### src/hdl/tbce_pkg.sv
// shared types and constants for the text buffer cursor editor
package tbce_pkg;

  localparam int TEXT_DEPTH_DEF = 256;
  localparam int CLIP_DEPTH_DEF = 256;

  localparam int OPCODE_W = 3;
  localparam int CHAR_W   = 8;
  localparam int COUNT_W  = 9;
  localparam int RIDX_W   = 8;
  localparam int POS_W    = 9;

  localparam logic ST_OK  = 1'b0;
  localparam logic ST_OVF = 1'b1;

  typedef enum logic [OPCODE_W-1:0] {
    OP_LEFT   = 3'd0,
    OP_RIGHT  = 3'd1,
    OP_INSERT = 3'd2,
    OP_CUT    = 3'd3,
    OP_COPY   = 3'd4,
    OP_PASTE  = 3'd5,
    OP_READ   = 3'd6
  } opcode_t;

  typedef enum logic [2:0] {
    S_IDLE,
    S_EXEC,
    S_MOVE,
    S_XRD,
    S_XWR,
    S_RDCAP,
    S_DONE
  } state_t;

  typedef struct packed {
    logic load;
    logic exec;
    logic move_wr;
    logic x_rd;
    logic x_wr;
    logic rd_cap;
    logic emit;
  } cmd_t;

  typedef struct packed {
    opcode_t op;
    logic    can_move;
    logic    room_ok;
    logic    n_zero;
    logic    clip_zero;
    logic    ridx_ok;
    logic    k_last;
    logic    out_busy;
  } sts_t;

endpackage

### src/hdl/tbce_ctrl.sv
// command sequencer for the text buffer cursor editor
module tbce_ctrl import tbce_pkg::*; (
  input  logic clk,
  input  logic rst,
  input  logic cmd_valid,
  output logic cmd_ready,
  input  sts_t sts,
  output cmd_t cmd
);

  state_t state, state_next;

  always_ff @(posedge clk) begin
    if (rst) begin
      state <= S_IDLE;
    end else begin
      state <= state_next;
    end
  end

  always_comb begin
    state_next = state;
    cmd        = '0;
    cmd_ready  = 1'b0;
    case (state)
      S_IDLE: begin
        cmd_ready = 1'b1;
        if (cmd_valid) begin
          cmd.load   = 1'b1;
          state_next = S_EXEC;
        end
      end
      S_EXEC: begin
        cmd.exec = 1'b1;
        case (sts.op)
          OP_LEFT, OP_RIGHT: state_next = sts.can_move ? S_MOVE : S_DONE;
          OP_CUT, OP_COPY:   state_next = sts.n_zero ? S_DONE : S_XRD;
          OP_PASTE: begin
            state_next = (!sts.room_ok || sts.clip_zero) ? S_DONE : S_XRD;
          end
          OP_READ:           state_next = sts.ridx_ok ? S_RDCAP : S_DONE;
          default:           state_next = S_DONE;
        endcase
      end
      S_MOVE: begin
        cmd.move_wr = 1'b1;
        state_next  = S_DONE;
      end
      S_XRD: begin
        cmd.x_rd   = 1'b1;
        state_next = S_XWR;
      end
      S_XWR: begin
        cmd.x_wr   = 1'b1;
        state_next = sts.k_last ? S_DONE : S_XRD;
      end
      S_RDCAP: begin
        cmd.rd_cap = 1'b1;
        state_next = S_DONE;
      end
      S_DONE: begin
        if (!sts.out_busy) begin
          cmd.emit   = 1'b1;
          state_next = S_IDLE;
        end
      end
      default: state_next = S_IDLE;
    endcase
  end

endmodule

### config.mk
export PLATFORM = sky130hd
export DESIGN_NAME = tbce_ctrl
export DESIGN_NICKNAME = d
export VERILOG_FILES = /design/src/hdl/tbce_pkg.sv /design/src/hdl/tbce_ctrl.sv
export SDC_FILE = /design/constraint.sdc
export NUM_CORES = 1
export LEC_CHECK = 0
export BUFFER_PORTS_ARGS = -buffer_cell sky130_fd_sc_hd__buf_2
export CAP_MARGIN = 20
export CORE_AREA = 2 2 39 41
export CTS_CLUSTER_DIAMETER = 80
export DETAILED_ROUTE_END_ITERATION = 10
export DIE_AREA = 0 0 41 43
export PLACE_DENSITY = 0.53
export SYNTH_ARGS = -nofsm -noshare
export SYNTH_HDL_FRONTEND = slang
export SYNTH_SLANG_ARGS = --single-unit
### constraint.sdc
create_clock -name clk -period 1.8 [get_ports clk]
set_input_delay 0.18 -clock clk [delete_from_list [all_inputs] [get_ports clk]]
set_output_delay 0.18 -clock clk [all_outputs]
set_load 0.02 [all_outputs]
Word-level counts from Yosys, hierarchy flattened --
Index checks and enable logic that the tools add are counted.
Cells by class: equal/unequal tests 13, muxes and demuxes 19, reductions and logical operators 8
Operators with widths (count):
- 3-bit equality test (second input constant) | 6
- 3-bit two-way mux | 6
- 3-bit one-hot mux with 6 select lines | 1
- 3-bit one-hot mux with 4 select lines | 1
- 1-bit two-way mux | 10
- 3-bit by 2-bit equality test with 1-bit output (second input constant) | 3
- 3-bit by 1-bit equality test with 1-bit output (second input constant) | 2
- 3-bit logical NOT | 2
- 2-bit OR reduction | 3
- 2-bit != test (second input constant) | 2
- 2-bit two-way mux | 1
- 2-bit AND reduction | 1
- 1-bit logical NOT | 1
- 1-bit logical OR | 1
Storage, ports and cells: bits in registers 3, input bits 13, output and inout bits 8, logic and storage cells 41

Depth between registers and ports, before layout --
Gate-level depths: netlist of the first run.
depth in word-level cells 5, mapped depth 5, depth with buffers taken out 4

Worst setup path before layout of the first run --
No wires, ideal clock.
path type register -> output, from register state[2], to output cmd[6] in the netlist's numbering, data arrival time 1.285 ns, required time 1.620 ns, setup slack 0.335 ns, stages on the path, launching flop included 4, path buffers 1, cell sequence dfxtp_1 > buf_6 > nor3_1 > and2_1
RTL lines:
- start, declared | line tbce_ctrl.sv:11 | state_t state, state_next;
- start signal, assigned | line tbce_ctrl.sv:17 | state <= state_next;
- end, declared | line tbce_ctrl.sv:8 | output cmd_t cmd

==> results.toml, run 1 <==
[run_status]
status = "finished clean"

[cells_and_area]
largest_register = "state"
multi_input_area_um2 = 220
area_delta_synth_final_pct = 34.6
reg.largest.list = "state (3)"
largest_reg_flops = 3
final_area_um2 = 438
fin_nets = 75
seq_area_um2 = 60.1
drive_above_1_share_pct = 47.5
finalNonFillerCells = 77
nFillCells = 161
diodes = 0

[global_routing]
grt_max_degree = 11
antenna_found_initial = 0
grtUsageTotal_pct = 9.93
grt_pass1_vias = 323
grt-ovfl-total = 0
grt_pass1_wl_mm = 1.20

[power_and_ir_drop]
power_density_nw_per_um2 = 1470
peakVddDrop_uv = 339
p_leak_uw = 0.000212

[route]
drc = 0
drt_iter0_markers = 7
via_per_inst = 4.57
vias = 352
wl_per_cell_um = 9.21
routed_wirelength_um = 709
ant_nets = 0
drt-pass1-iter-count = 2

[logic_synthesis]
synth_top_area_share_pct = 18.5
ys_seq_elements = 3
yosys_warnings = 0
synth_top_family_by_area = "simple AND/OR/NAND/NOR gates"
yosys.area.top_type = "dfxtp_1"
synthXorXnorAreaFrac_pct = 0
synth_area_leaders = "dfxtp_1, buf_6, nand2b_4"
synth-compound-area-share_pct = 21.9
ys.flop_type = "dfxtp_1"
synth-simple-area-share_pct = 45.8
netlist_area_um2 = 325
synth_edf_count = 0
synthAdderAreaFrac_pct = 0
synthCells = 40
async_flop_share_pct = 0
yosysUniqueCellTypes = 26
synth_mux_area_share_pct = 0
syn_avg_cell_area_um2 = 8.13
ys_seq_area_share_pct = 18.5
syn_nets = 53

[cts]
post_cts.repair.setup_buffers = 0
ctsResizeCount = 0
cts_buffers = 3
cts_buffer_depth = 2
root_buffer = "clkbuf_4"
cts_max_level = 1
clk_pin_slew_ns = 0.04
insertion_delay_ns = 0.23
cts_hold_buf = 0
cts_tree = "yes"
cts_num_sinks = 3

[floorplan]
dieArea_um2 = 1760
row_count = 14
core_um2 = 1380
die_h_um = 43
ios = 21
start_util_pct = 23.5
die_w_um = 41

[timing]
finalMaxSlewViolations = 0
setup_viol = 0
whs_ns = 0.200
period_share_pct = 86.7
rsz0062_at_grt = "no"
fmax_mhz = 641
tightest_slew_ns = 0.351
fin_worst_skew_ns = 0.00213
hold_viol_final = 0
slew_headroom_pct = 76.6
fin_setup_tns_ns = 0
timing.final.crit_period_ns = 1.56

[placed_design]
placedCellCount = 73
hpwl_um = 584
place_area_um2 = 412
io_buffers = 20
gp_congestion = 0.703

[min_path]
hold_class = "primary input to register"
hold_path_startpoint = "rst"

[setup_path]
critical_path.max_fanout = 10
cp_data_required_time_ns = 1.62
critPathLaunch = "state[2]"
crit_path_end_kind = "primary output"
crit_type = "register to primary output"
startpoint_type = "register"
ff2ff_setup_slack_ns = 0.59
r2r-start = "state[0]"
worstPathArrival_ns = 1.38

[job]
max-cap-violations = 0
-- cell usage after synthesis (2+ instances only) --
cell type	instances
nor2_1	5
dfxtp_1	3
nand2b_4	2
nor3_1	3
nand2_1	2
buf_6	3
o21ai_0	2
inv_1	2
-- kinds of logic (layout without fill, tap and decap cells) --
| family | after synthesis | in the layout |
|---|---|---|
| simple gates | 22 | 22 |
| buf+inv | 6 | 27 |
| compound gates | 9 | 9 |
| flops | 3 | 3 |
-- critical path: stages (launching register included) --
cell and delay [ns]:
dfxtp_1 0.50, inv_1 0.15, nor4b_1 0.29, buf_2 0.21
-- per-layer routing --
layer,share of wire [%],wire [µm],global-route usage (%)
met2,49,349,15.9
met1,42,300,10.6
met4,0,0,4.00
met3,8.3,59,4.71
met5,0,0,0
-- power breakdown --
part | leakage [µW] | switching, µW | total, µW | internal [µW]
clock network | 0.0000150 | 34.3 | 117 | 83.1
logic | 0.000172 | 196 | 356 | 160
registers | 0.0000248 | 73.9 | 171 | 97.1
-- layout by cell type, fill, tap and decap left out, types with 2 or more instances in the layout --
cell       n
buf_2     20
clkbuf_4   3
dfxtp_1    3
inv_1      2
nand2_1    2
nand2b_4   2
nor2_1     5
nor3_1     3
o21ai_0    2
-- worst paths after layout --
path | endpoint | cells after the start
min | state[1] | 2
max reg2reg | state[2] | 4
min reg2reg | state[1] | 3
max | cmd[0] | 3
-- final cells by class --
class,instances,share of cell area (%)
tap,16,4.57
clock buffer,4,6.00
inverter,3,2.57
sequential,3,13.7
timing repair buffer,20,22.9
multi-input combinational,31,50.3
-- stage by stage --
stage / total power (µW) / worst slack, ns / util (%)
CTS: 652 / 0.239 / 31.6
detailed placement: 529 / 0.491 / 29.7
floorplan: 480 / 0.335 / -
global route: 706 / 0.135 / 31.6
finish: 644 / 0.240 / 31.6
global placement: 536 / 0.516 / 29.7
No activity file was read; power rests on OpenSTA's default activity.
==> inputs of run 2 (changes only) <==
CELL_PAD_IN_SITES_DETAIL_PLACEMENT = 0   (was default)
CELL_PAD_IN_SITES_GLOBAL_PLACEMENT = 1   (was default)
PLACE_DENSITY = 0.72   (was 0.53)
==> run 2 against run 1 <==
Against the previous run:
- worst hold slack improved by 0.012 ns
- sequential share of layout area unchanged
- final area unchanged
- flip-flop and latch count unchanged
- critical endpoint unchanged
- largest power group unchanged
- highest routed layer unchanged
==> results.toml, run 2 (same netlist as run 1, synthesis figures left out) <==
[route]
ant_nets = 0
vias = 346
wl_per_cell_um = 9.32
via_per_inst = 4.49
routed_wirelength_um = 718
drt-pass1-iter-count = 4
drc = 0
drt_iter0_markers = 5

[cells_and_area]
diodes = 0
fin_nets = 75
final_util_pct = 31.6
area_delta_synth_final_pct = 34.6
final_common_cell = "buf_2"
drive_above_1_share_pct = 47.5
nFillCells = 163
largest_register = "state"
reg.largest.list = "state (3)"
largest_reg_flops = 3
finalNonFillerCells = 77
final_cell_mix = "buf_2, nor2_1, nor3_1, clkbuf_4, dfxtp_1"

[power_and_ir_drop]
peakVddDrop_uv = 290
p_leak_uw = 0.000212
power_uw = 645
power_density_nw_per_um2 = 1470

[timing]
fin_setup_tns_ns = 0
tightest_slew_ns = 0.338
fmax_mhz = 640
fin_worst_skew_ns = 0.00330
rsz0062_at_grt = "no"
timing.final.crit_period_ns = 1.56
finalMaxSlewViolations = 0
slew_headroom_pct = 77.4
setup_viol = 0
hold_viol_final = 0
period_share_pct = 86.8
layout_setup_ws_ns = 0.237

[global_routing]
grt_max_degree = 11
grtUsageTotal_pct = 9.42
antenna_found_initial = 0
grt_pass1_vias = 297
grt-ovfl-total = 0
grt_pass1_wl_mm = 1.19

[cts]
clk_pin_slew_ns = 0.04
insertion_delay_ns = 0.23
ctsResizeCount = 0
post_cts.repair.setup_buffers = 0
root_buffer = "clkbuf_4"
cts_buffers = 3
cts_tree = "yes"
cts_hold_buf = 0
cts_num_sinks = 3
cts_max_level = 1
cts_buffer_depth = 2

[setup_path]
critical_path.max_fanout = 10
crit_slowest_cell = "dfxtp_1"
startpoint_type = "register"
worstPathArrival_ns = 1.38
crit_chain = "inv_1 -> nor4b_1 -> buf_2"
crit_path_end_kind = "primary output"
cp_data_required_time_ns = 1.62
critPathBufInv = 2
crit_family = "flip-flops"
cpPeakStageDelay_ns = 0.50
crit_type = "register to primary output"

[run_status]
status = "finished clean"

[floorplan]
start_util_pct = 23.5
die_w_um = 41
die_h_um = 43
core_um2 = 1380
ios = 21
dieArea_um2 = 1760
row_count = 14

[placed_design]
hpwl_um = 561
gp_congestion = 0.645
io_buffers = 20
placedCellCount = 73
dpl_worst_slack_ns = 0.481

[job]
max-cap-violations = 0

[min_path]
hold_class = "primary input to register"
## run 2: worst register-to-register path, cell delays in order, from the launching register on
cell and delay, ns:
dfxtp_1 0.51, o21a_1 0.18, nor2_1 0.03, a311oi_1 0.29, a41o_1 0.12
## run 2: where the power goes
group          internal (µW)  switching [µW]
combinational            160             194
clock                   83.2            36.2
sequential              97.1            74.5
total                    340             305
## run 2: worst paths after layout
kind / start / to / slack, ns / cells after the start
setup reg to reg: state[0] / state[2] / 0.61 / 4
hold / removal: rst / state[1] / 0.21 / 2
hold reg to reg: state[0] / state[0] / 0.66 / 2
setup / recovery: state[2] / cmd[0] / 0.24 / 3
## run 2: area by class of cell
class                   instances  area [µm²]  share of cell area, %
multi-input cells              31         220                   50.3
inverters                       3        11.3                   2.57
well taps                      16        20.0                   4.57
repair buffers                 20         100                   22.9
clock buffers                   4        26.3                   6.00
flip-flops and latches          3        60.1                   13.7
## run 2: per-layer routing
metal	track usage, %	part of all wire [%]
met3	3.14	11
met5	0	0
met1	12.5	46
met2	14.4	43
met4	2.00	0
## run 2: through the flow
| stage | instance area, µm² | hold WS, ns |
|---|---|---|
| finish | 438 | 0.212 |
| global route | 438 | 0.221 |
| floorplan | 325 | 0.252 |
| detailed placement | 412 | 0.452 |
| global placement | 412 | 0.440 |
| CTS | 438 | 0.207 |
==> inputs of run 3 (changes only) <==
clock period = 1.5 ns   (was 1.8 ns; I/O delays follow)
==> run 3 against run 2 <==
Against the previous run:
- total power rose by 23%
- final cell count rose by 1.3%
- critical path depth fell by 1
- wire length rose by 6.8%
- die area did not move
- clock skew fell by 0.0021 ns
- final area rose by 1.7%
- largest cell class unchanged
- first-iteration DRC count did not move
==> results.toml, run 3 (same netlist as run 1, synthesis figures left out) <==
[route]
drc = 0
vias = 359
ant_nets = 0
routed_wirelength_um = 767
drt_iter0_markers = 5
wl_per_cell_um = 9.83
drt-pass1-iter-count = 4
via_per_inst = 4.60

[placed_design]
hpwl_um = 634
dpl_worst_slack_ns = 0.307
placedCellCount = 74
gp_congestion = 0.656
io_buffers = 20

[cells_and_area]
largest_register = "state"
largest_reg_flops = 3
finalNonFillerCells = 78
area_delta_synth_final_pct = 36.9
drive_above_1_share_pct = 48.4
final_util_pct = 32.2
diodes = 0
final_common_cell = "buf_2"
final_cell_mix = "buf_2, nor2_1, nor3_1, clkbuf_4, dfxtp_1"
reg.largest.list = "state (3)"
fin_nets = 76

[power_and_ir_drop]
power_density_nw_per_um2 = 1780
power_uw = 793
p_leak_uw = 0.000217
peakVddDrop_uv = 686

[job]
max-cap-violations = 0

[global_routing]
grt_max_degree = 11
antenna_found_initial = 0
grt-ovfl-total = 0
grt_pass1_wl_mm = 1.19
grtUsageTotal_pct = 9.72
grt_pass1_vias = 317

[timing]
fin_worst_skew_ns = 0.00124
fin_setup_tns_ns = 0
finalMaxSlewViolations = 0
rsz0062_at_grt = "no"
slew_headroom_pct = 77.8
period_share_pct = 91.0
tightest_slew_ns = 0.332
timing.final.crit_period_ns = 1.36
setup_viol = 0
fmax_mhz = 733
hold_viol_final = 0
layout_setup_ws_ns = 0.135

[floorplan]
start_util_pct = 23.5
row_count = 14
core_um2 = 1380
dieArea_um2 = 1760
ios = 21
die_h_um = 43
die_w_um = 41

[cts]
cts_buffer_depth = 2
post_cts.repair.setup_buffers = 0
cts_hold_buf = 0
ctsResizeCount = 0
clk_pin_slew_ns = 0.04
cts_max_level = 1
root_buffer = "clkbuf_4"
insertion_delay_ns = 0.23
cts_num_sinks = 3
cts_buffers = 3
cts_tree = "yes"

[setup_path]
crit_type = "register to primary output"
r2r-start = "state[0]"
worstPathArrival_ns = 1.21
critical_path.max_fanout = 10
timing.rr.end = "state[2]"
startpoint_type = "register"
reg2regPathDepth = 4
crit_path_end_kind = "primary output"
cp_data_required_time_ns = 1.35
ff2ff_setup_slack_ns = 0.31

[min_path]
holdPathEnd = "state[1]"
hold_path_depth = 2
hold_class = "primary input to register"
hold_path_startpoint = "rst"

[run_status]
status = "finished clean"
[run 3: cell count changes in the layout (fill, tap and decap cells not counted)]
cell | previous run | this run
buf_4 | 0 | 1
[run 3: layer usage]
layer	global-route usage, %	wire length (µm)
met5	0	0
met4	6.00	0
met3	1.57	74
met2	14.7	357
met1	12.1	335
[run 3: critical path, stage by stage (launching register included)]
cell and delay (ns):
dfxtp_1 0.47, nor3b_1 0.30, buf_2 0.22
[run 3: area by class of cell]
cell class | count | area, µm²
Fill cell | 160 | 938
Tap cell | 16 | 20.0
Sequential cell | 3 | 60.1
Inverter | 3 | 11.3
Multi-Input combinational cell | 31 | 220
Timing Repair Buffer | 21 | 108
Clock buffer | 4 | 26.3
[run 3: worst max path at each step]
stage	start	cells past startpoint	slack (ns)	to
after floorplan	state[2]	3	0.06	cmd[6]
after global placement	state[0]	4	0.30	state[2]
after detailed placement	state[0]	4	0.31	state[2]
after CTS	state[2]	3	0.11	cmd[0]
after global routing	state[2]	3	0.04	cmd[0]
final	state[1]	2	0.14	cmd[4]
[run 3: per-stage QoR]
| step | area (µm²) | hold slack [ns] |
|---|---|---|
| 6_report | 445 | 0.176 |
| 5_1_grt | 445 | 0.183 |
| 4_1_cts | 445 | 0.166 |
| 3_5_place_dp | 419 | 0.416 |
| 3_3_place_gp | 419 | 0.415 |
| 2_1_floorplan | 325 | 0.222 |
[run 3: report_power, final]
part	leakage, µW	internal [µW]	switching [µW]
Sequential	0.0000248	117	68.5
Clock	0.0000150	99.7	41.6
Combinational	0.000177	207	259
Total	0.000217	423	369
